==> src/hdl/pba_pkg.sv <==
// Shared types, constants and codes for the pool block allocator.
// No dependencies; every other file imports this package.
package pba_pkg;

  localparam int ADDR_BITS  = 16;
  localparam int MAX_BLOCKS = 64;
  localparam int IDX_W      = (MAX_BLOCKS > 1) ? $clog2(MAX_BLOCKS) : 1;
  localparam int CNT_W      = $clog2(MAX_BLOCKS + 1);
  localparam int LEN_W      = ADDR_BITS + 1;

  localparam logic [LEN_W-1:0] ADDR_SPAN = {1'b1, {ADDR_BITS{1'b0}}};
  localparam logic [LEN_W-1:0] POOL_RESET = ADDR_SPAN;
  localparam logic [IDX_W-1:0] LAST_IDX  = IDX_W'(MAX_BLOCKS - 1);
  localparam logic [CNT_W-1:0] SCAN_CNT  = CNT_W'(MAX_BLOCKS);

  // Request codes
  localparam logic [1:0] OP_ALLOC = 2'd0;
  localparam logic [1:0] OP_FREE  = 2'd1;
  localparam logic [1:0] OP_QUERY = 2'd2;

  // Result codes
  localparam logic [1:0] ST_OK        = 2'd0;
  localparam logic [1:0] ST_EXHAUSTED = 2'd1;
  localparam logic [1:0] ST_NOT_FOUND = 2'd2;
  localparam logic [1:0] ST_FULL      = 2'd3;

  typedef struct packed {
    logic                 valid;
    logic [ADDR_BITS-1:0] blk_start;
    logic [LEN_W-1:0]     blk_end;
  } entry_t;

  typedef struct packed {
    logic                 en;
    logic [IDX_W-1:0]     addr;
    logic [ADDR_BITS-1:0] blk_start;
    logic [LEN_W-1:0]     blk_end;
  } tbl_wr_t;

  typedef struct packed {
    logic             en;
    logic [IDX_W-1:0] addr;
  } tbl_clr_t;

  typedef struct packed {
    logic                 exact_found;
    logic [IDX_W-1:0]     exact_idx;
    logic [LEN_W-1:0]     exact_end;
    logic                 empty_found;
    logic [IDX_W-1:0]     empty_idx;
    logic                 best_found;
    logic [IDX_W-1:0]     best_idx;
    logic [ADDR_BITS-1:0] best_start;
  } scan_res_t;

  typedef enum logic [1:0] {
    S_IDLE,
    S_SCAN,
    S_EVAL,
    S_DONE
  } state_t;

  typedef enum logic [2:0] {
    P_ALLOC_FREED,
    P_ALLOC_LIVE,
    P_FREE_LIVE,
    P_FREE_FREED,
    P_QUERY
  } phase_t;

endpackage

==> src/hdl/pba_table.sv <==
// Block table: start/end memory with registered read, plus per-entry valid flops.
// Depends on pba_pkg.
module pba_table import pba_pkg::*; (
  input  logic             clk,
  input  logic             rst,
  input  logic [IDX_W-1:0] rd_addr,
  input  tbl_wr_t          wr,
  input  tbl_clr_t         clr,
  output entry_t           rd_entry
);

  logic [ADDR_BITS-1:0]  start_mem [MAX_BLOCKS];
  logic [LEN_W-1:0]      end_mem   [MAX_BLOCKS];
  logic [MAX_BLOCKS-1:0] valid;
  logic [ADDR_BITS-1:0]  rd_start;
  logic [LEN_W-1:0]      rd_end;
  logic                  rd_valid;

  always_ff @(posedge clk) begin
    if (wr.en) begin
      start_mem[wr.addr] <= wr.blk_start;
      end_mem[wr.addr]   <= wr.blk_end;
    end
    rd_start <= start_mem[rd_addr];
    rd_end   <= end_mem[rd_addr];
  end

  always_ff @(posedge clk) begin
    if (rst) begin
      valid    <= '0;
      rd_valid <= 1'b0;
    end else begin
      if (clr.en) begin
        valid[clr.addr] <= 1'b0;
      end
      if (wr.en) begin
        valid[wr.addr] <= 1'b1;
      end
      rd_valid <= valid[rd_addr];
    end
  end

  assign rd_entry = '{valid: rd_valid, blk_start: rd_start, blk_end: rd_end};

endmodule

==> config.mk <==
export PLATFORM = sky130hd
export DESIGN_NAME = pba_table
export DESIGN_NICKNAME = d
export VERILOG_FILES = /design/src/hdl/pba_pkg.sv /design/src/hdl/pba_table.sv
export SDC_FILE = /design/constraint.sdc
export NUM_CORES = 2
export LEC_CHECK = 0
export BUFFER_PORTS_ARGS = -buffer_cell sky130_fd_sc_hd__buf_2
export CELL_PAD_IN_SITES_DETAIL_PLACEMENT = 1
export CELL_PAD_IN_SITES_GLOBAL_PLACEMENT = 1
export CORE_MARGIN = 2
export CORE_UTILIZATION = 50
export DETAILED_ROUTE_END_ITERATION = 6
export GPL_TIMING_DRIVEN = 1
export PLACE_DENSITY = 0.77
export RECOVER_POWER = 25
export SLEW_MARGIN = 20
export SYNTH_ARGS = -nofsm -noshare
export SYNTH_HDL_FRONTEND = slang
export SYNTH_SLANG_ARGS = --single-unit
==> constraint.sdc <==
create_clock -name clk -period 3.3 [get_ports clk]
set_input_delay 0.66 -clock clk [delete_from_list [all_inputs] [get_ports clk]]
set_output_delay 0.66 -clock clk [all_outputs]
set_load 0.01 [all_outputs]
* Word-level counts from Yosys, hierarchy flattened *
Memories as Yosys holds them, arrays and structs flattened. A register that Yosys moved wholly into a read port is not among the register bits.
Cells that the tools add are included.

storage, ports and cells
  bits in registers = 65
  memory bits (writable) = 2112
  input port bits = 55
  output and inout port bits = 34
  logic and storage cells = 25
  memories = 2

operators by class
  order comparisons = 5
  multiplexer cells = 11
  bitwise gates (word level) = 3
  reduce and logical (&&, ||, !) cells = 2

memory list
  name       words  bits a word  rd ports  clocked after memory_dff  wr ports  RTL line         source
  end_mem    64     17           1         1                         1         pba_table.sv:13  logic [LEN_W-1:0] end_mem [MAX_BLOCKS];
  start_mem  64     16           1         1                         1         pba_table.sv:12  logic [ADDR_BITS-1:0] start_mem [MAX_BLOCKS];

operator list
  cell                                                                                 number
  64-bit 2-to-1 mux                                                                    3
  64-bit bitwise AND                                                                   1
  64-bit inverter                                                                      1
  64-bit OR                                                                            1
  6-bit by 7-bit < comparator with 1-bit output, second input constant                 3
  1-bit demux with 6-bit select                                                        2
  6-bit by 1-bit greater-or-equal comparator with 1-bit output, second input constant  2
  1-bit binary-select mux with 6-bit select                                            1
  1-bit 2-to-1 mux                                                                     5
  1-bit logical AND                                                                    2

* Depth between registers and ports, before layout *
  depth in word-level cells = 10
  mapped depth = 11
  gate-level depth less buffers = 5

* Worst setup path after synthesis *
OpenSTA, ideal clock, no wires.

  kind = input to register
  start point = input port wr[36] (netlist name)
  end point = memory end_mem[18][0] (netlist name), enable pin
  setup time = 0.388 ns
  data arrival time = 2.179 ns
  required time = 2.912 ns
  slack = 0.733 ns
  cell stages on the path = 4
  path buffers = 1
  path through = clkbuf_1 nor3b_1 nand2_1 inv_1

RTL lines
  what                RTL line         source
  start: declaration  pba_table.sv:7   input tbl_wr_t wr,
  end: declaration    pba_table.sv:13

No word-level cell before the write port.

==> flow_summary.toml <==
[status]
outcome = "complete, but fails checks"
violations_in_the_final_reports = "capacitance limit, slew limit"

[route]
drc_errors = 0
vias_per_cell = 6.67
wl_mm = 241
drtPass1Iterations = 5
via_count = 43700
wire_per_inst_um = 36.9
antenna_violating_nets_left = 0
detail_route.iter0.violations = 5979

[grt]
grtUsageTotal_pct = 28.6
first_global_vias = 45900
antenna_found_initial = 16
grt_start_max_net_pins = 65
overflow = 0
grt_pass1_wl_mm = 342

[setup_path]
crit_path_frequent_cell = "buf_12"
rr_endpoint = "rd_end[11]"
cp-start-kind = "input pin"
required_ns = 3.95
path_class = "input pin to flip-flop"
timing.critical_path.to = "rd_end[11]"
worst_ep_arrival_time_ns = 3.59
setup_slack_of_the_most_critical_reg_to_reg_path_ns = 0.57
worstRegToRegCells = 6
cp_max_fo = 28
worstPathCellList = "buf_8 > buf_12 > buf_12 > mux4_2 > mux2i_1 > nor2_1 > a2111oi_0 > buf_4 > a211oi_1"
critical_path.slowest_cell = "a2111oi_0"
setup.worst_path.end_class = "flip-flop"
critical-path-max-stage-delay_ns = 0.88
critPathLaunch = "rd_addr[0]"
regToRegStartpoint = "end_mem[24][11]"

[timing]
finalWorstPathRequiredPeriod_ns = 2.94
transition_time_at_the_pin_with_the_least_slew_margin_ns = 3.08
finalClockSkew_ns = 0.0320
drv_slew = 1065
setup_viol = 0
slew-limit-headroom_pct = -105
final_hold_viol_count = 0
rsz0062_at_grt = "no"
setup_ws_ns = 0.362
timing.final.crit_share_pct = 89.0
max_freq_ghz = 0.340

[floorplan]
floorplan.core_area_um2 = 167000
die_width_um = 413
row_cnt = 150
floorplan.initialDensity_pct = 50.2
ioPinCount = 89
design.die.area_um2 = 171000
die_h_um = 413

[synthesis]
syn-cell-area_um2 = 83700
netlist-cell-type-count = 44
synth_mux_area_share_pct = 14.9
synth-compound-area-share_pct = 3.86
synth_top_flop_cell = "edfxtp_1"
syn_inst = 3808
syn-mean-instance-area_um2 = 22.0
number_of_synthesized_flops_with_an_enable_pin = 2112
async_flop_share_pct = 0
ys_warn_count = 0
post_synth_fa_ha_maj_area_fraction_pct = 0
post_synth_xor_area_fraction_pct = 0
synth_top_family_by_area = "multiplexers"
synth_seq_area_share_pct = 78.1
synth-simple-area-share_pct = 1.46
postSynthNetCount = 3863
yosys_register_bits = 2210

[hold_path]
hold_path.class = "input pin to flip-flop"

[cells_and_area]
area_taken_by_flip_flops_and_latches_um2 = 65400
fin_nets = 4220
syn_to_final_growth_pct = 14.5
ratio_of_cells_with_drive_above_1_in_the_final_layout_pct = 29.2
final.fill_count = 14000
multi_input_area_um2 = 17000

[place]
place.gp.congestion = 0.826
port_buffers = 88
place_ws_ns = -0.483
hpwlAfterDp_mm = 137

[cts]
post_cts.repair.setup_buffers = 0
cts_root_buffer = "clkbuf_16"
cts_tree = "yes"
cts.htree.levels = 4
clock_buffer_count_from_cts = 210
clk-insertion-delay-late_ns = 0.85
number_of_gates_given_a_new_drive_strength_after_cts = 0
clk_pin_slew_ns = 0.06
postCtsHoldBufs = 0
clk_path_buf_depth = 3
cts_sinks = 2210

[pwr]
report.power.total_w = 0.0578
peakVddDrop_v = 0.000586
leakage_power_figure_nw = 30.5
power-per-cell-area_nw_per_um2 = 603

[flow_run]
maxCapViolCount = 18
layout by cell type (no fill, tap or decap), types with 12 or more instances in the layout:
| cell type | netlist | routed |
|---|---|---|
| a221oi_1 | 24 | 24 |
| mux2i_1 | 31 | 31 |
| mux4_2 | 521 | 521 |
| inv_2 | 0 | 64 |
| and3_1 | 21 | 21 |
| dfxtp_1 | 98 | 98 |
| mux2_2 | 41 | 41 |
| bufinv_16 | 0 | 16 |
| edfxtp_1 | 2112 | 2112 |
| o221ai_1 | 38 | 38 |
| a211oi_1 | 31 | 31 |
| clkinv_1 | 0 | 38 |
| nor2b_1 | 40 | 35 |
| nand2_1 | 104 | 104 |
| o21ai_0 | 62 | 62 |
| nand2b_1 | 12 | 12 |
| nor2_1 | 19 | 18 |
| clkbuf_16 | 0 | 213 |
| clkbuf_1 | 98 | 83 |
| a21oi_1 | 122 | 122 |
| a22oi_1 | 183 | 183 |
| buf_4 | 42 | 172 |
| buf_12 | 0 | 107 |
| buf_2 | 52 | 57 |
| clkinv_2 | 0 | 33 |
power by group:
part           internal, W  switching [W]
Clock               0.0133         0.0105
Combinational      0.00112        0.00190
Sequential          0.0310       0.000119
Total               0.0454         0.0125
cell families (layout without fill, tap and decap cells):
group	after synthesis	in the layout
flip-flops	2210	2210
multiplexers	593	593
AO/OA/AOI/OAI	479	479
buffers and inverters	284	812
AND/OR/NAND/NOR	242	242
other	0	3
Yosys cell counts, drive strengths merged, types with 2 or more instances:
| cell type | count | area share (%) |
|---|---|---|
| edfxtp | 2112 | 76 |
| mux4 | 521 | 14 |
| a22oi | 183 | 1.6 |
| a21oi | 122 | 0.73 |
| buf | 122 | 0.92 |
| nand2 | 104 | 0.47 |
| clkbuf | 98 | 0.44 |
| dfxtp | 98 | 2.3 |
| inv | 64 | 0.29 |
| o21ai | 63 | 0.38 |
| mux2 | 41 | 0.55 |
| nor2b | 40 | 0.30 |
| o221ai | 38 | 0.40 |
| a211oi | 31 | 0.28 |
| mux2i | 31 | 0.37 |
| a221oi | 24 | 0.25 |
| and3 | 21 | 0.16 |
| nor2 | 20 | 0.093 |
| nand2b | 12 | 0.090 |
| or4 | 9 | 0.081 |
| a22o | 8 | 0.084 |
| nor3 | 7 | 0.042 |
| nand3 | 6 | 0.036 |
| nand3b | 6 | 0.054 |
| a2111oi | 4 | 0.042 |
| nor4 | 4 | 0.030 |
| and2 | 3 | 0.022 |
| or2 | 3 | 0.022 |
| and3b | 2 | 0.021 |
| nor3b | 2 | 0.018 |
| o31ai | 2 | 0.018 |
state kept, by name, summed over array words and instances (netlist names):
register	flops
end_mem	1088
rd_end	17
rd_start	16
rd_valid	1
start_mem	1024
valid	64
area by class of cell:
cell class / instances / area share, %
Antenna cell: 3 / 0.00783
Multi-Input combinational cell: 1314 / 17.7
Tap cell: 2204 / 2.88
Timing Repair Buffer: 365 / 4.03
Sequential cell: 2210 / 68.2
Clock buffer: 277 / 5.88
Clock inverter: 106 / 1.04
Inverter: 64 / 0.251
layer usage:
metal | part of all wire [%] | GRT usage (%) | vias to the layer above
met5 | 0.024 | 0 | -
met4 | 4.5 | 11.9 | 10
met3 | 10 | 5.32 | 520
met2 | 48 | 45.5 | 2877
met1 | 37 | 39.3 | 23400
li1 | - | - | 16800
worst max-delay path: cells and delay by family:
kind	cells	cell delay, ns
buffers and inverters	4	1.03
and+or+nand+nor	1	0.09
muxes	2	0.77
AOI/OAI and AO/OA	2	0.97
worst min-delay path by stage:
stage                     startpoint                to  cells after the start
final                         clr[0]         valid[56]                      3
after global routing          clr[0]         valid[58]                      3
after CTS                     wr[19]  start_mem[40][2]                      1
after detailed placement   valid[36]         valid[36]                      2
after global placement     valid[52]         valid[52]                      2
after floorplan            valid[58]         valid[58]                      2
per-stage QoR:
stage | area, um^2 | setup TNS [ns] | utilization, % | instances | hold WS, ns
3_5_place_dp | 89300 | -0.564 | 53.6 | 6157 | 0.470
3_3_place_gp | 89300 | -0.390 | 53.6 | 6157 | 0.458
4_1_cts | 95900 | 0 | 57.5 | 6540 | 0.235
5_1_grt | 95900 | 0 | 57.5 | 6540 | 0.333
2_1_floorplan | 83700 | 0 | - | 3808 | 0.445
6_report | 95900 | 0 | 57.5 | 6543 | 0.320
Power figures use the tool's default switching activity.
