## config.mk

```make
export PLATFORM = sky130hd
export DESIGN_NAME = pba_scan
export DESIGN_NICKNAME = d
export VERILOG_FILES = /design/src/hdl/pba_pkg.sv /design/src/hdl/pba_scan.sv
export SDC_FILE = /design/constraint.sdc
export NUM_CORES = 1
export LEC_CHECK = 0
export BUFFER_PORTS_ARGS = -buffer_cell sky130_fd_sc_hd__buf_2
export CAP_MARGIN = 20
export CORE_MARGIN = 4
export CORE_UTILIZATION = 45
export CTS_CLUSTER_SIZE = 12
export DETAILED_ROUTE_END_ITERATION = 16
export GPL_TIMING_DRIVEN = 0
export HOLD_SLACK_MARGIN = 0.02
export PLACE_DENSITY = 0.73
export SYNTH_ARGS = -nofsm -noshare
export SYNTH_HDL_FRONTEND = slang
export SYNTH_SLANG_ARGS = --single-unit
```

## constraint.sdc

```tcl
create_clock -name clk -period 10.75 [get_ports clk]
set_input_delay 1.075 -clock clk [delete_from_list [all_inputs] [get_ports clk]]
set_output_delay 1.075 -clock clk [all_outputs]
set_load 0.005 [all_outputs]
```

## src/hdl/pba_pkg.sv

```systemverilog
// Shared types, constants and codes for the pool block allocator.
// No dependencies; every other file imports this package.
package pba_pkg;

  localparam int ADDR_BITS  = 16;
  localparam int MAX_BLOCKS = 64;
  localparam int IDX_W      = (MAX_BLOCKS > 1) ? $clog2(MAX_BLOCKS) : 1;
  localparam int CNT_W      = $clog2(MAX_BLOCKS + 1);
  localparam int LEN_W      = ADDR_BITS + 1;

  localparam logic [LEN_W-1:0] ADDR_SPAN = {1'b1, {ADDR_BITS{1'b0}}};
  localparam logic [LEN_W-1:0] POOL_RESET = ADDR_SPAN;
  localparam logic [IDX_W-1:0] LAST_IDX  = IDX_W'(MAX_BLOCKS - 1);
  localparam logic [CNT_W-1:0] SCAN_CNT  = CNT_W'(MAX_BLOCKS);

  // Request codes
  localparam logic [1:0] OP_ALLOC = 2'd0;
  localparam logic [1:0] OP_FREE  = 2'd1;
  localparam logic [1:0] OP_QUERY = 2'd2;

  // Result codes
  localparam logic [1:0] ST_OK        = 2'd0;
  localparam logic [1:0] ST_EXHAUSTED = 2'd1;
  localparam logic [1:0] ST_NOT_FOUND = 2'd2;
  localparam logic [1:0] ST_FULL      = 2'd3;

  typedef struct packed {
    logic                 valid;
    logic [ADDR_BITS-1:0] blk_start;
    logic [LEN_W-1:0]     blk_end;
  } entry_t;

  typedef struct packed {
    logic                 en;
    logic [IDX_W-1:0]     addr;
    logic [ADDR_BITS-1:0] blk_start;
    logic [LEN_W-1:0]     blk_end;
  } tbl_wr_t;

  typedef struct packed {
    logic             en;
    logic [IDX_W-1:0] addr;
  } tbl_clr_t;

  typedef struct packed {
    logic                 exact_found;
    logic [IDX_W-1:0]     exact_idx;
    logic [LEN_W-1:0]     exact_end;
    logic                 empty_found;
    logic [IDX_W-1:0]     empty_idx;
    logic                 best_found;
    logic [IDX_W-1:0]     best_idx;
    logic [ADDR_BITS-1:0] best_start;
  } scan_res_t;

  typedef enum logic [1:0] {
    S_IDLE,
    S_SCAN,
    S_EVAL,
    S_DONE
  } state_t;

  typedef enum logic [2:0] {
    P_ALLOC_FREED,
    P_ALLOC_LIVE,
    P_FREE_LIVE,
    P_FREE_FREED,
    P_QUERY
  } phase_t;

endpackage

```

## src/hdl/pba_scan.sv

```systemverilog
// Shared compare unit: takes one table entry per step and keeps the exact match,
// the first empty slot and the lowest-start entry long enough. Depends on pba_pkg.
module pba_scan import pba_pkg::*; (
  input  logic                 clk,
  input  logic                 rst,
  input  logic                 clr,
  input  logic                 step,
  input  logic [IDX_W-1:0]     idx,
  input  entry_t               entry,
  input  logic [ADDR_BITS-1:0] key,
  input  logic [LEN_W-1:0]     size,
  output scan_res_t            res
);

  logic [LEN_W-1:0] span;
  logic             is_exact;
  logic             is_empty;
  logic             better;

  always_comb begin
    span     = entry.blk_end - LEN_W'(entry.blk_start);
    is_exact = entry.valid && (entry.blk_start == key);
    is_empty = !entry.valid;
    better   = entry.valid && (span >= size) &&
               (!res.best_found || (entry.blk_start < res.best_start));
  end

  always_ff @(posedge clk) begin
    if (rst || clr) begin
      res <= '0;
    end else if (step) begin
      if (is_exact && !res.exact_found) begin
        res.exact_found <= 1'b1;
        res.exact_idx   <= idx;
        res.exact_end   <= entry.blk_end;
      end
      if (is_empty && !res.empty_found) begin
        res.empty_found <= 1'b1;
        res.empty_idx   <= idx;
      end
      if (better) begin
        res.best_found <= 1'b1;
        res.best_idx   <= idx;
        res.best_start <= entry.blk_start;
      end
    end
  end

endmodule

```

# Word level (Yosys, flattened, before mapping)
# Cells that the tools add are included.
[word_totals]
elab_cells = 26
register_bits = 54
output_inout_bits = 54
[op_classes]
add_sub_neg = 1
reduce_logical = 14
n_eq_ne = 1
order_cmp = 2
[ops]
columns = ["op", "n"]
rows = [
  ["greater-or-equal comparator 17 bit", 1],
  ["subtractor 17 x 16 -> 17 bit", 1],
  ["== test 16 bit", 1],
  ["less-than comparator 16 bit", 1],
  ["AND reduction 2 bit", 3],
  ["logical AND 1 bit", 5],
  ["logical NOT 1 bit", 4],
  ["logical OR 1 bit", 2],
]

# Depth between registers and ports, before layout
# Gate-level depths: netlist of the first run.
[logic_depth]
depth_word = 5
ltp_mapped = 17
depth_no_buf = 16

# Least setup slack after synthesis of the first run
# Ideal clock, no wire load.
[synth_timing]
path_kind = "in2reg"
start = "in entry[0] in the netlist's numbering"
end = "reg res[12] in the netlist's numbering"
cell_stages = 17
setup_ps = 70
n_path_buf = 1
t_arrival_ps = 4293
setup_slack_ps = 6386
required_time_ps = 10680
path_cell_list = "inv_1 ha_1 fa_1 nor2b_1 o21ai_0 a21oi_1 o21ai_0 o21ai_0 xor2_1 ha_1 nand4_1 or4_1 o2111ai_1 o31a_1 clkbuf_1 nand3_1 a21oi_1"
[synth_via]
elab_chain_len = 5
[synth_rtl]
columns = ["item", "line_no", "rtl"]
rows = [
  ["start, declared", "pba_scan.sv:9", "input entry_t entry,"],
  ["subtractor 17 x 16 -> 17 bit", "pba_scan.sv:21", "span = entry.blk_end - LEN_W'(entry.blk_start);"],
  ["greater-or-equal comparator 17 bit", "pba_scan.sv:24", "better = entry.valid && (span >= size) &&"],
  ["logical AND 1 bit (2 in a row)", "pba_scan.sv:24", ""],
  ["AND reduction 2 bit (no line)", "--", ""],
  ["end, declared", "pba_scan.sv:12", "output scan_res_t res"],
]
# Every way passes these cells.
# A chain may end at the register's enable or synchronous reset.

# Worst setup path after layout of the first run
[layout_timing]
start = "in entry[17] in the netlist's numbering"
end = "reg res[2] in the netlist's numbering"
[layout_via]
elab_chain_len = 5
word_cells_on_any_way = 7
cone_classes = "1 x add/sub; 2 x order compare; 4 x reduce/logical"
[layout_rtl]
columns = ["item", "line_no"]
rows = [
  ["subtractor 17 x 16 -> 17 bit", "pba_scan.sv:21"],
  ["greater-or-equal comparator 17 bit", "pba_scan.sv:24"],
  ["logical AND 1 bit", "pba_scan.sv:24"],
  ["logical AND 1 bit (*)", "pba_scan.sv:24"],
  ["AND reduction 2 bit (no line) (*)", "--"],
]
# Every way passes the cells marked *; elsewhere a longest branch is shown, timed or not.

==> out/qor_table.md, run 1 <==
| Stage | Item | Value |
|---|---|---|
| cells and area | Antenna diode count | 0 |
| timing | Skew final | 12.46 ps |
| cts | Clock edge transition at the registers on the reported setup and hold paths | 110 ps |
| cts | Number of buffers on the longest clock path | 2 |
| critical path | Critical Path Sink Type | flop |
| yosys | Synth async-reset ratio | 0% |
| cts | Clock tree root driver cell | sky130_fd_sc_hd__clkbuf_8 |
| floorplanning | Effective utilization at floorplan | 46.22% |
| timing | Post-route setup TNS | 0 ps |
| yosys | Synth Area per Inst | 8.028 um2 |
| yosys | Gate count of the mapped netlist | 473 |
| cells and area | Biggest register | res |
| floorplanning | Area of the die | 9972 um2 |
| detailed routing | Met1 Wirelength | 4.405 mm |
| floorplanning | Number of top-level design ports | 131 |
| placement | Count of buffers from port buffering | 130 |
| cts | Worst-Skew Late Latency | 310 ps |
| critical path | Category of the most critical setup path | in -> reg |
| detailed routing | Met2 layer wire length in the routed design | 5.390 mm |
| floorplanning | Core Footprint | 8217 um2 |
| yosys | Top_reg_cell synth | sky130_fd_sc_hd__dfxtp_1 |
| yosys | Warnings, synthesis | 0 |
| timing | Maximum clock frequency | 0.2044 GHz |
| detailed routing | Total DRC errors in the routed layout | 0 |
| power | Power density normalized to cell area | 100.8 nW/um2 |
| floorplanning | Row count | 33 |
| power | Largest vdd supply drop | 0.00009042 V |
| yosys | Number of synthesized register bits | 54 |
| yosys | Post-Synthesis Cell Area | 3797 um2 |
| cts | Total clock buffers created by CTS | 5 |
| timing | Tmin final | 4892 ps |
| detailed routing | Final routed wire length divided by cell count | 14.86 um |
| cells and area | Max FFs per register | 54 |
| cells and area | Number of inserted filler cells in the final layout | 792 |
| cells and area | Number of nets in the final layout | 737 |
| detailed routing | Detail Route met3 WL | 657 um |
| cells and area | Most common cell after layout, fill and taps aside | sky130_fd_sc_hd__buf_2 |
| cells and area | Largest regs | res (54) |
| job | Max Cap Viol | 0 |
| cells and area | Share of layout cells above drive strength 1 | 24.35% |
| power | Final Power | 0.4722 mW |
| timing | Final Max Tran Viols | 0 |
| cts | H-tree Lvls | 2 |
| placement | GPL Wtd Cong | 0.8267 |
| grt | Maximum number of pins on one net before global-route repair | 20 |
| floorplanning | Horizontal die dimension | 99.86 um |
| cells and area | Post-route non-filler standard cell count | 717 |
| grt | Number of global-route vias before repair | 3741 |
| cts | TritonCTS clock tree | yes |
| detailed routing | Via density per instance | 5.233 |
| placement | Estimated wirelength of the detail-placed design | 8.797 mm |
| critical path | Startpoint Class | input port |
| floorplanning | Die Y | 99.86 um |
| yosys | EDFF count, synth | 0 |
| cts | Number of sinks driven by the clock tree | 54 |
| grt | Number of antenna violations at the first check in global routing | 0 |
| cts | Count of cells resized by post-cts repair | 0 |
| detailed routing | Total number of vias | 3752 |
| grt | Total overflow reported by the global router | 0 |
| detailed routing | Residual antenna-violating net count after detailed routing | 0 |
| placement | Post-Place Worst Slack | 5578 ps |
| outcome | Outcome | finished clean |
| timing | Period utilisation layout | 45.51% |
| detailed routing | Routed Wire Length | 10.66 mm |
| grt | Global-route wire length before repair | 17.28 mm |
| power | P_leak | 2.177 nW |
| cts | Number of buffers added to fix hold violations after cts | 0 |
| timing | Final hold violations | 0 |
| grt | Overall fraction of global-route tracks in use | 21.15% |
| timing | Headroom to the max-slew limit | 55.22% |
| cells and area | Synth-to-Final Area Change | 23.36% |
| timing | Setup repair after global routing missed its margin | false |
| detailed routing | Number of detailed-route iterations in the first pass | 4 |
| detailed routing | Violation count after the first detailed-routing iteration | 78 |
| placement | Cell count after placement | 708 |
| yosys | Share of the yosys chip area belonging to registers | 28.47% |
| timing | Transition time at the pin with the least slew margin | 665.9 ps |
| hold path | Class of the tightest hold or removal check | reg -> reg |
| cts | Postcts setup bufs | 0 |
| cells and area | Most frequent cells in the layout | sky130_fd_sc_hd__buf_2 (132), sky130_fd_sc_hd__inv_1 (56), sky130_fd_sc_hd__dfxtp_1 (54) |
| yosys | Count of different cell masters after synthesis | 44 |
| critical path | CP Max Fanout | 10 |
| yosys | Syn Nets | 599 |
| detailed routing | Highest metal layer with signal wires | met4 |
| critical path | Crit path DAT | 5120 ps |
| critical path | Critical path data required time | 10980 ps |
| timing | PnR worst setup slack | 5858 ps |
| timing | Number of failing setup endpoints in the final timing report | 0 |
## through the flow
stage                     area [um2]  hold WS, ps  utilization, %
final                           4684        491.2           57.01
after global routing            4684        518.6           57.01
after CTS                       4677        490.8           56.92
after detailed placement        4579        474.3           55.73
after global placement          4579        464.7           55.73
after floorplan                 3797        474.9               -
## kinds of logic after synthesis
logic type | count (synthesis) | share of synthesized area (%)
AND/OR/NAND/NOR | 131 | 16.67
AO/OA/AOI/OAI | 109 | 16.74
buffers and inverters | 73 | 7.677
flip-flops | 54 | 28.47
adder cells (fa/ha/maj) | 49 | 16.34
multiplexers | 29 | 7.644
XOR/XNOR | 28 | 6.458
## critical path, cell delays in order
cell and delay (ps):
sky130_fd_sc_hd__buf_2 130, sky130_fd_sc_hd__ha_1 220, sky130_fd_sc_hd__fa_1 400, sky130_fd_sc_hd__nor2b_1 140
sky130_fd_sc_hd__o21ai_0 110, sky130_fd_sc_hd__a21oi_1 270, sky130_fd_sc_hd__o21ai_0 200, sky130_fd_sc_hd__o21ai_0 240
sky130_fd_sc_hd__xor2_1 110, sky130_fd_sc_hd__ha_1 300, sky130_fd_sc_hd__nand4_1 160, sky130_fd_sc_hd__or4_1 570
sky130_fd_sc_hd__o2111ai_1 130, sky130_fd_sc_hd__o31a_1 310, sky130_fd_sc_hd__clkbuf_1 400, sky130_fd_sc_hd__nand3_1 150
sky130_fd_sc_hd__a21oi_1 190
## path summary, 6_finish.rpt
path / startpoint / slack, ps / to / cells after the start
max: entry[17] / 5860 / res[2] / 17
min: res[16] / 490 / res[16] / 2
max reg2reg: res[15] / 8120 / res[2] / 9
min reg2reg: res[16] / 490 / res[16] / 2
## routing by layer
metal | vias to the layer above | GRT usage (%)
met1 | 1717 | 25.97
met4 | 0 | 6.828
met5 | - | 0
met2 | 112 | 37.04
met3 | 16 | 4.100
li1 | 1907 | -
## power breakdown
| group | internal [mW] | switching [mW] | total [mW] |
|---|---|---|---|
| Clock | 0.0489 | 0.0747 | 0.124 |
| Sequential | 0.203 | 0.00166 | 0.204 |
| Combinational | 0.0625 | 0.0818 | 0.144 |
## cell type report
class	count	area, um2	share of cell area [%]
plain buffers	17	81.33	1.736
multi-input cells	346	2425	51.76
inverters	56	210.2	4.487
well taps	105	131.4	2.804
flip-flops and latches	54	1081	23.08
repair buffers	131	658.1	14.05
clock buffers	5	68.82	1.469
clock inverters	3	28.78	0.6143
## synth_stat cells (2+ instances only)
library cell | instances | area [um2]
sky130_fd_sc_hd__o21a_1 | 7 | 52.55
sky130_fd_sc_hd__nand3_1 | 30 | 150.1
sky130_fd_sc_hd__nor3b_1 | 2 | 15.01
sky130_fd_sc_hd__clkbuf_1 | 11 | 41.29
sky130_fd_sc_hd__nand2b_1 | 4 | 25.02
sky130_fd_sc_hd__xor2_1 | 7 | 61.31
sky130_fd_sc_hd__o21ai_0 | 13 | 65.06
sky130_fd_sc_hd__o2111ai_1 | 2 | 17.52
sky130_fd_sc_hd__o21bai_1 | 2 | 15.01
sky130_fd_sc_hd__buf_2 | 2 | 10.01
sky130_fd_sc_hd__o21ai_1 | 23 | 115.1
sky130_fd_sc_hd__mux2i_1 | 29 | 290.3
sky130_fd_sc_hd__dfxtp_1 | 54 | 1081
sky130_fd_sc_hd__nor2_1 | 50 | 187.7
sky130_fd_sc_hd__o31ai_1 | 2 | 15.01
sky130_fd_sc_hd__nor3_1 | 4 | 20.02
sky130_fd_sc_hd__xnor2_1 | 21 | 183.9
sky130_fd_sc_hd__buf_1 | 2 | 7.510
sky130_fd_sc_hd__inv_1 | 56 | 210.2
sky130_fd_sc_hd__buf_6 | 2 | 22.52
sky130_fd_sc_hd__a31oi_1 | 2 | 12.51
sky130_fd_sc_hd__ha_1 | 48 | 600.6
sky130_fd_sc_hd__nor2b_1 | 4 | 25.02
sky130_fd_sc_hd__nand4_1 | 9 | 56.30
sky130_fd_sc_hd__or2_2 | 3 | 18.77
sky130_fd_sc_hd__o31a_1 | 2 | 17.52
sky130_fd_sc_hd__a21oi_1 | 44 | 220.2
sky130_fd_sc_hd__and2_1 | 2 | 12.51
sky130_fd_sc_hd__a21o_1 | 4 | 30.03
sky130_fd_sc_hd__nand2_1 | 18 | 67.56
No activity file was read; power rests on OpenSTA's default activity.
==> run 2, diff against run 1 <==
--- a/config.mk
+++ b/config.mk
@@ -5,6 +5,7 @@
 export SDC_FILE = /design/constraint.sdc
 export NUM_CORES = 1
 export LEC_CHECK = 0
+export ABC_AREA = 1
 export BUFFER_PORTS_ARGS = -buffer_cell sky130_fd_sc_hd__buf_2
 export CAP_MARGIN = 20
 export CORE_MARGIN = 4
@@ -13,7 +14,7 @@
 export DETAILED_ROUTE_END_ITERATION = 16
 export GPL_TIMING_DRIVEN = 0
 export HOLD_SLACK_MARGIN = 0.02
-export PLACE_DENSITY = 0.73
+export PLACE_DENSITY = 0.72
 export SYNTH_ARGS = -nofsm -noshare
 export SYNTH_HDL_FRONTEND = slang
 export SYNTH_SLANG_ARGS = --single-unit
==> constraint.sdc (replaced) <==
create_clock -name clk -period 4.95 [get_ports clk]
set_input_delay 0.495 -clock clk [delete_from_list [all_inputs] [get_ports clk]]
set_output_delay 0.495 -clock clk [all_outputs]
set_load 0.005 [all_outputs]
==> out/qor_table.md, run 2 <==
| Stage | Item | Value |
|---|---|---|
| critical path | Startpoint Class | input port |
| floorplanning | Core Footprint | 8382 um2 |
| cells and area | Biggest register | res |
| critical path | Critical Path Sink Type | flop |
| timing | Post-route setup TNS | 0 ps |
| floorplanning | Row count | 33 |
| yosys | Post-Synthesis Cell Area | 3951 um2 |
| cts | Number of buffers added to fix hold violations after cts | 0 |
| grt | Global-route wire length before repair | 17.66 mm |
| cells and area | Antenna diode count | 0 |
| critical path | Critical path data required time | 5190 ps |
| detailed routing | Routed Wire Length | 10.92 mm |
| cells and area | Most frequent cells in the layout | sky130_fd_sc_hd__buf_2 (134), sky130_fd_sc_hd__nand2_1 (117), sky130_fd_sc_hd__inv_1 (99) |
| critical path | Cell family with the largest share of critical-path delay | simple AND/OR/NAND/NOR gates |
| grt | Total overflow reported by the global router | 0 |
| yosys | Top_reg_cell synth | sky130_fd_sc_hd__dfxtp_1 |
| timing | Setup repair after global routing missed its margin | false |
| critical path | Crit path DAT | 3790 ps |
| yosys | Warnings, synthesis | 0 |
| detailed routing | Via density per instance | 4.936 |
| detailed routing | Number of detailed-route iterations in the first pass | 4 |
| outcome | Outcome | finished clean |
| cts | H-tree Lvls | 2 |
| timing | Maximum clock frequency | 0.2821 GHz |
| hold path | Class of the tightest hold or removal check | reg -> reg |
| grt | Overall fraction of global-route tracks in use | 21.18% |
| cts | Total clock buffers created by CTS | 5 |
| yosys | Syn Nets | 723 |
| detailed routing | Residual antenna-violating net count after detailed routing | 0 |
| floorplanning | Die Y | 101.7 um |
| cts | Clock tree root driver cell | sky130_fd_sc_hd__clkbuf_8 |
| power | P_leak | 2.499 nW |
| grt | Number of global-route vias before repair | 3973 |
| placement | Post-Place Worst Slack | 1105 ps |
| timing | Headroom to the max-slew limit | 60.05% |
| detailed routing | Total number of vias | 4141 |
| cts | Clock edge transition at the registers on the reported setup and hold paths | 100 ps |
| yosys | Synth async-reset ratio | 0% |
| power | Largest vdd supply drop | 0.0001336 V |
| detailed routing | Total DRC errors in the routed layout | 0 |
| yosys | Number of synthesized register bits | 54 |
| cts | Number of sinks driven by the clock tree | 54 |
| yosys | Area share of the largest cell type after synthesis | 27.36% |
| timing | Transition time at the pin with the least slew margin | 597.0 ps |
| job | Max Cap Viol | 0 |
| timing | Tmin final | 3544 ps |
| critical path | Crit path max-delay cell type | sky130_fd_sc_hd__fa_1 |
| timing | Final Max Tran Viols | 0 |
| critical path | Bufs and invs on worst path | 3 |
| placement | Estimated wirelength of the detail-placed design | 9.280 mm |
| placement | GPL Wtd Cong | 0.9161 |
| timing | PnR worst setup slack | 1406 ps |
| cells and area | Synth-to-Final Area Change | 21.88% |
| floorplanning | Horizontal die dimension | 101.7 um |
| detailed routing | Final routed wire length divided by cell count | 13.01 um |
| yosys | Gate count of the mapped netlist | 597 |
| yosys | Share of the yosys chip area belonging to registers | 27.36% |
| yosys | Most used standard cells in the synthesized netlist | sky130_fd_sc_hd__nand2_1 (117), sky130_fd_sc_hd__inv_1 (99), sky130_fd_sc_hd__nor2_1 (72), sky130_fd_sc_hd__a21oi_1 (56), sky130_fd_sc_hd__dfxtp_1 (54) |
| timing | Period utilisation layout | 71.60% |
| yosys | Library cell with the highest instance count after synthesis | sky130_fd_sc_hd__nand2_1 |
| cts | Worst-Skew Late Latency | 300 ps |
| yosys | Count of different cell masters after synthesis | 33 |
| power | Power density normalized to cell area | 219.7 nW/um2 |
| cts | Postcts setup bufs | 0 |
| yosys | Synth Area per Inst | 6.619 um2 |
| yosys | Most area-consuming cells after synthesis | sky130_fd_sc_hd__dfxtp_1 (27%), sky130_fd_sc_hd__ha_1 (15%), sky130_fd_sc_hd__nand2_1 (11%), sky130_fd_sc_hd__inv_1 (9.4%), sky130_fd_sc_hd__a21oi_1 (7.1%) |
| cells and area | Largest regs | res (54) |
| critical path | CP Max Fanout | 10 |
| critical path | List of cells traversed by the critical path | buf_2 -> inv_1 -> ha_1 -> fa_1 -> o21ai_1 -> a21oi_1 -> o21ai_2 -> nand3_1 -> nand3b_1 -> nand2_1 -> ha_1 -> nand2_2 -> nor2_2 -> nand2_1 -> nor2_1 -> nand2_1 -> nand4_1 -> nand2_2 -> nor2_4 -> buf_6 -> nor2_1 -> nor2_1 |
| placement | Count of buffers from port buffering | 130 |
| timing | Skew final | 6.128 ps |
| critical path | Category of the most critical setup path | in -> reg |
| timing | Final hold violations | 0 |
| cts | Count of cells resized by post-cts repair | 0 |
| floorplanning | Area of the die | 10340 um2 |
| floorplanning | Effective utilization at floorplan | 47.14% |
| cells and area | Number of nets in the final layout | 860 |
| cts | Number of buffers on the longest clock path | 2 |
| yosys | Largest area contributor in the synthesized netlist | sky130_fd_sc_hd__dfxtp_1 |
| cells and area | Max FFs per register | 54 |
| cts | TritonCTS clock tree | yes |
| timing | Number of failing setup endpoints in the final timing report | 0 |
| grt | Number of antenna violations at the first check in global routing | 0 |
| yosys | EDFF count, synth | 0 |
| grt | Maximum number of pins on one net before global-route repair | 17 |
| cells and area | Share of layout cells above drive strength 1 | 22.48% |
| cells and area | Most common cell after layout, fill and taps aside | sky130_fd_sc_hd__buf_2 |
| floorplanning | Number of top-level design ports | 131 |
| critical path | Slowest Stage Delay on Critical Path | 420 ps |
| detailed routing | Violation count after the first detailed-routing iteration | 136 |
==> run 2: cell families (layout without fill, tap and decap cells) <==
group / Yosys count / count (layout) / synth area share [%]
AND/OR/NAND/NOR: 242 / 242 / 25.36
buffers and inverters: 125 / 262 / 12.76
AO/OA/AOI/OAI: 107 / 107 / 14.38
flip-flops: 54 / 54 / 27.36
adder cells (fa/ha/maj): 49 / 49 / 15.71
XOR/XNOR: 20 / 20 / 4.433
==> run 2: layout make-up <==
type                            count  area, um2
Fill cell                         882       3566
Multi-Input combinational cell    418       2366
Sequential cell                    54       1081
Timing Repair Buffer              130      650.6
Inverter                          108      405.4
Tap cell                          105      131.4
Buffer                             17      98.84
Clock buffer                        5      68.82
Clock inverter                      2      13.76
==> run 2: power by group <==
part	leakage (nW)	internal (mW)	switching, mW
Clock	0.0444	0.0983	0.147
Combinational	2.02	0.152	0.212
Sequential	0.436	0.443	0.00581
Total	2.50	0.693	0.365
==> run 2: through the flow <==
stage	std cells	util (%)	area (um2)	hold WS, ps	power [mW]
after CTS	839	57.46	4816	451.1	1.067
after detailed placement	832	56.47	4733	436.9	0.8221
after floorplan	597	-	3951	439.7	0.7104
after global routing	839	57.46	4816	473.1	1.135
after global placement	832	56.47	4733	428.1	0.8129
final	839	57.46	4816	446.2	1.058
==> run 2: path summary, 6_finish.rpt <==
check,cells after the start,slack [ps],start,to
worst max register to register,13,2970,res[13],res[5]
worst max-delay path,22,1410,entry[0],res[5]
worst min register to register,2,450,res[51],res[51]
worst min-delay path,2,450,res[51],res[51]
==> run 2: metal layers <==
metal	up-vias	share of wire (%)	global-route usage (%)
met3	12	7.6	3.581
met5	-	0	0
met4	0	1.6	5.726
li1	2162	-	-
met2	153	46	35.92
met1	1814	45	27.83
==> run 2: worst min-delay path, stage by stage, from the launching register on <==
cell and delay (ps):
sky130_fd_sc_hd__dfxtp_1 320, sky130_fd_sc_hd__inv_1 40, sky130_fd_sc_hd__a21oi_1 50
==> run 3, diff against run 2 <==
==> constraint.sdc (replaced) <==
create_clock -name clk -period 3.5 [get_ports clk]
set_input_delay 0.35 -clock clk [delete_from_list [all_inputs] [get_ports clk]]
set_output_delay 0.35 -clock clk [all_outputs]
set_load 0.005 [all_outputs]
==> out/qor_table.md, run 3 (same netlist as run 2, synthesis figures left out) <==
| Stage | Item | Value |
|---|---|---|
| job | Max Cap Viol | 0 |
| timing | Skew final | 7.258 ps |
| power | Power density normalized to cell area | 309.8 nW/um2 |
| critical path | CP Max Fanout | 10 |
| detailed routing | Residual antenna-violating net count after detailed routing | 0 |
| cells and area | Antenna diode count | 0 |
| outcome | Outcome | finished clean |
| cts | TritonCTS clock tree | yes |
| floorplanning | Row count | 33 |
| timing | Post-route setup TNS | 0 ps |
| detailed routing | Final routed wire length divided by cell count | 13.05 um |
| power | Power share of the sequential group | 42.4% |
| placement | Cell count after placement | 832 |
| cells and area | Largest regs | res (54) |
| cells and area | Most common cell after layout, fill and taps aside | sky130_fd_sc_hd__buf_2 |
| critical path | Startpoint Class | input port |
| cells and area | Number of inserted filler cells in the final layout | 883 |
| floorplanning | Number of top-level design ports | 131 |
| critical path | Crit path DAT | 3470 ps |
| cts | Number of buffers on the longest clock path | 2 |
| cts | Total clock buffers created by CTS | 5 |
| critical path | Critical path data required time | 3710 ps |
| placement | GPL Wtd Cong | 0.9161 |
| timing | Tmin final | 3260 ps |
| cells and area | Most frequent cells in the layout | sky130_fd_sc_hd__buf_2 (134), sky130_fd_sc_hd__nand2_1 (117), sky130_fd_sc_hd__inv_1 (99) |
| critical path | Critical Path Sink Type | flop |
| power | Power dissipated by switching net loads | 0.5144 mW |
| timing | Headroom to the max-slew limit | 60.92% |
| cts | Clock tree root driver cell | sky130_fd_sc_hd__clkbuf_8 |
| detailed routing | Total DRC errors in the routed layout | 0 |
| cells and area | Share of layout cells above drive strength 1 | 22.86% |
| placement | Post-Place Worst Slack | -200.2 ps |
| timing | Period utilisation layout | 93.15% |
| floorplanning | Die Y | 101.7 um |
| grt | Number of antenna violations at the first check in global routing | 0 |
| timing | Final Max Tran Viols | 0 |
| power | Combinational cell fraction of total power | 34.5% |
| cts | Worst-Skew Late Latency | 300 ps |
| grt | Overall fraction of global-route tracks in use | 21.18% |
| power | Largest vdd supply drop | 0.0001973 V |
| timing | Maximum clock frequency | 0.3067 GHz |
| placement | Count of buffers from port buffering | 130 |
| detailed routing | Violation count after the first detailed-routing iteration | 144 |
| detailed routing | Via density per instance | 4.925 |
| power | Power share of the clock group | 23.0% |
| detailed routing | Total number of vias | 4137 |
| timing | Final hold violations | 0 |
| grt | Global-route wire length before repair | 17.66 mm |
| grt | Number of global-route vias before repair | 3973 |
| timing | Setup repair after global routing missed its margin | false |
| floorplanning | Core Footprint | 8382 um2 |
| cts | H-tree Lvls | 2 |
| cts | Clock edge transition at the registers on the reported setup and hold paths | 100 ps |
| power | Internal portion of total power | 0.9824 mW |
| cts | Number of buffers added to fix hold violations after cts | 0 |
| floorplanning | Horizontal die dimension | 101.7 um |
| placement | Estimated wirelength of the detail-placed design | 9.280 mm |
| cells and area | Biggest register | res |
| timing | PnR worst setup slack | 239.6 ps |
| detailed routing | Routed Wire Length | 10.96 mm |
| grt | Maximum number of pins on one net before global-route repair | 17 |
| floorplanning | Effective utilization at floorplan | 47.14% |
| floorplanning | Area of the die | 10340 um2 |
| timing | Number of failing setup endpoints in the final timing report | 0 |
| hold path | Class of the tightest hold or removal check | in -> reg |
| critical path | Category of the most critical setup path | in -> reg |
| grt | Total overflow reported by the global router | 0 |
| cells and area | Synth-to-Final Area Change | 22.26% |
| cells and area | Number of nets in the final layout | 861 |
| cells and area | Post-route non-filler standard cell count | 840 |
| cts | Number of sinks driven by the clock tree | 54 |
| power | Sw Share | 34.37% |
| timing | Transition time at the pin with the least slew margin | 584.1 ps |
| cells and area | Max FFs per register | 54 |
| power | P_leak | 2.507 nW |
| detailed routing | Number of detailed-route iterations in the first pass | 4 |
## run 3: metrics by stage
stage	hold slack (ps)	utilization (%)	total power [mW]	area [um2]
after global placement	428.1	56.47	1.150	4733
after floorplan	439.7	-	1.005	3951
after detailed placement	436.9	56.47	1.163	4733
final	333.9	57.64	1.497	4831
after global routing	331.4	57.64	1.609	4831
after CTS	326.9	57.46	1.509	4816
## run 3: critical path, cell delays in order
cell and delay, ps:
sky130_fd_sc_hd__buf_2 100, sky130_fd_sc_hd__inv_1 40, sky130_fd_sc_hd__ha_1 230, sky130_fd_sc_hd__fa_1 440, sky130_fd_sc_hd__o21ai_2 200, sky130_fd_sc_hd__a21oi_2 110
sky130_fd_sc_hd__o21ai_2 230, sky130_fd_sc_hd__nand3_1 130, sky130_fd_sc_hd__nand3b_1 100, sky130_fd_sc_hd__nand2_1 60, sky130_fd_sc_hd__ha_1 340, sky130_fd_sc_hd__nand2_2 70
sky130_fd_sc_hd__nor2_2 110, sky130_fd_sc_hd__nand2_1 90, sky130_fd_sc_hd__nor2_1 100, sky130_fd_sc_hd__nand2_1 60, sky130_fd_sc_hd__nand4_1 130, sky130_fd_sc_hd__nand2_2 110
sky130_fd_sc_hd__inv_2 90, sky130_fd_sc_hd__buf_4 170, sky130_fd_sc_hd__nand3_1 80, sky130_fd_sc_hd__nand2_1 70, sky130_fd_sc_hd__nor2_1 50
## run 3: final cells by class
| class | count | area [um2] | area share, % |
|---|---|---|---|
| timing repair buffer | 131 | 658.1 | 13.62 |
| clock inverter | 2 | 13.76 | 0.2849 |
| clock buffer | 5 | 68.82 | 1.425 |
| buffer | 17 | 98.84 | 2.046 |
| inverter | 108 | 405.4 | 8.392 |
| tap | 105 | 131.4 | 2.720 |
| multi-input combinational | 418 | 2374 | 49.13 |
| sequential | 54 | 1081 | 22.38 |
## run 3: path summary, 6_finish.rpt
path / startpoint / end / cells after the start / slack [ps]
worst max-delay path: entry[0] / res[5] / 23 / 240
worst min-delay path: idx[3] / res[26] / 3 / 330
worst max register to register: res[5] / res[5] / 13 / 1530
worst min register to register: res[51] / res[51] / 2 / 450
## run 3: per-layer routing
layer / track usage [%] / vias to the layer above / wire length [um]
li1: - / 2167 / -
met1: 27.83 / 1818 / 4914
met2: 35.92 / 140 / 5069
met3: 3.581 / 12 / 805
met4: 5.726 / 0 / 175
met5: 0 / - / 0
## run 3: what timing repair did
| item | in CTS | in global routing |
|---|---|---|
| setup buffers | 0 | 1 |
| resized for setup | 0 | 2 |
| setup endpoints to repair | 0 | 20 |
## run 3: power by group through the flow
stage / logic (mW) / registers (mW) / clock network [mW]
2_1_floorplan: 0.355 / 0.650 / 0
3_3_place_gp: 0.500 / 0.649 / 0
3_5_place_dp: 0.513 / 0.649 / 0
4_1_cts: 0.517 / 0.635 / 0.357
5_1_grt: 0.598 / 0.637 / 0.374
6_report: 0.517 / 0.635 / 0.345
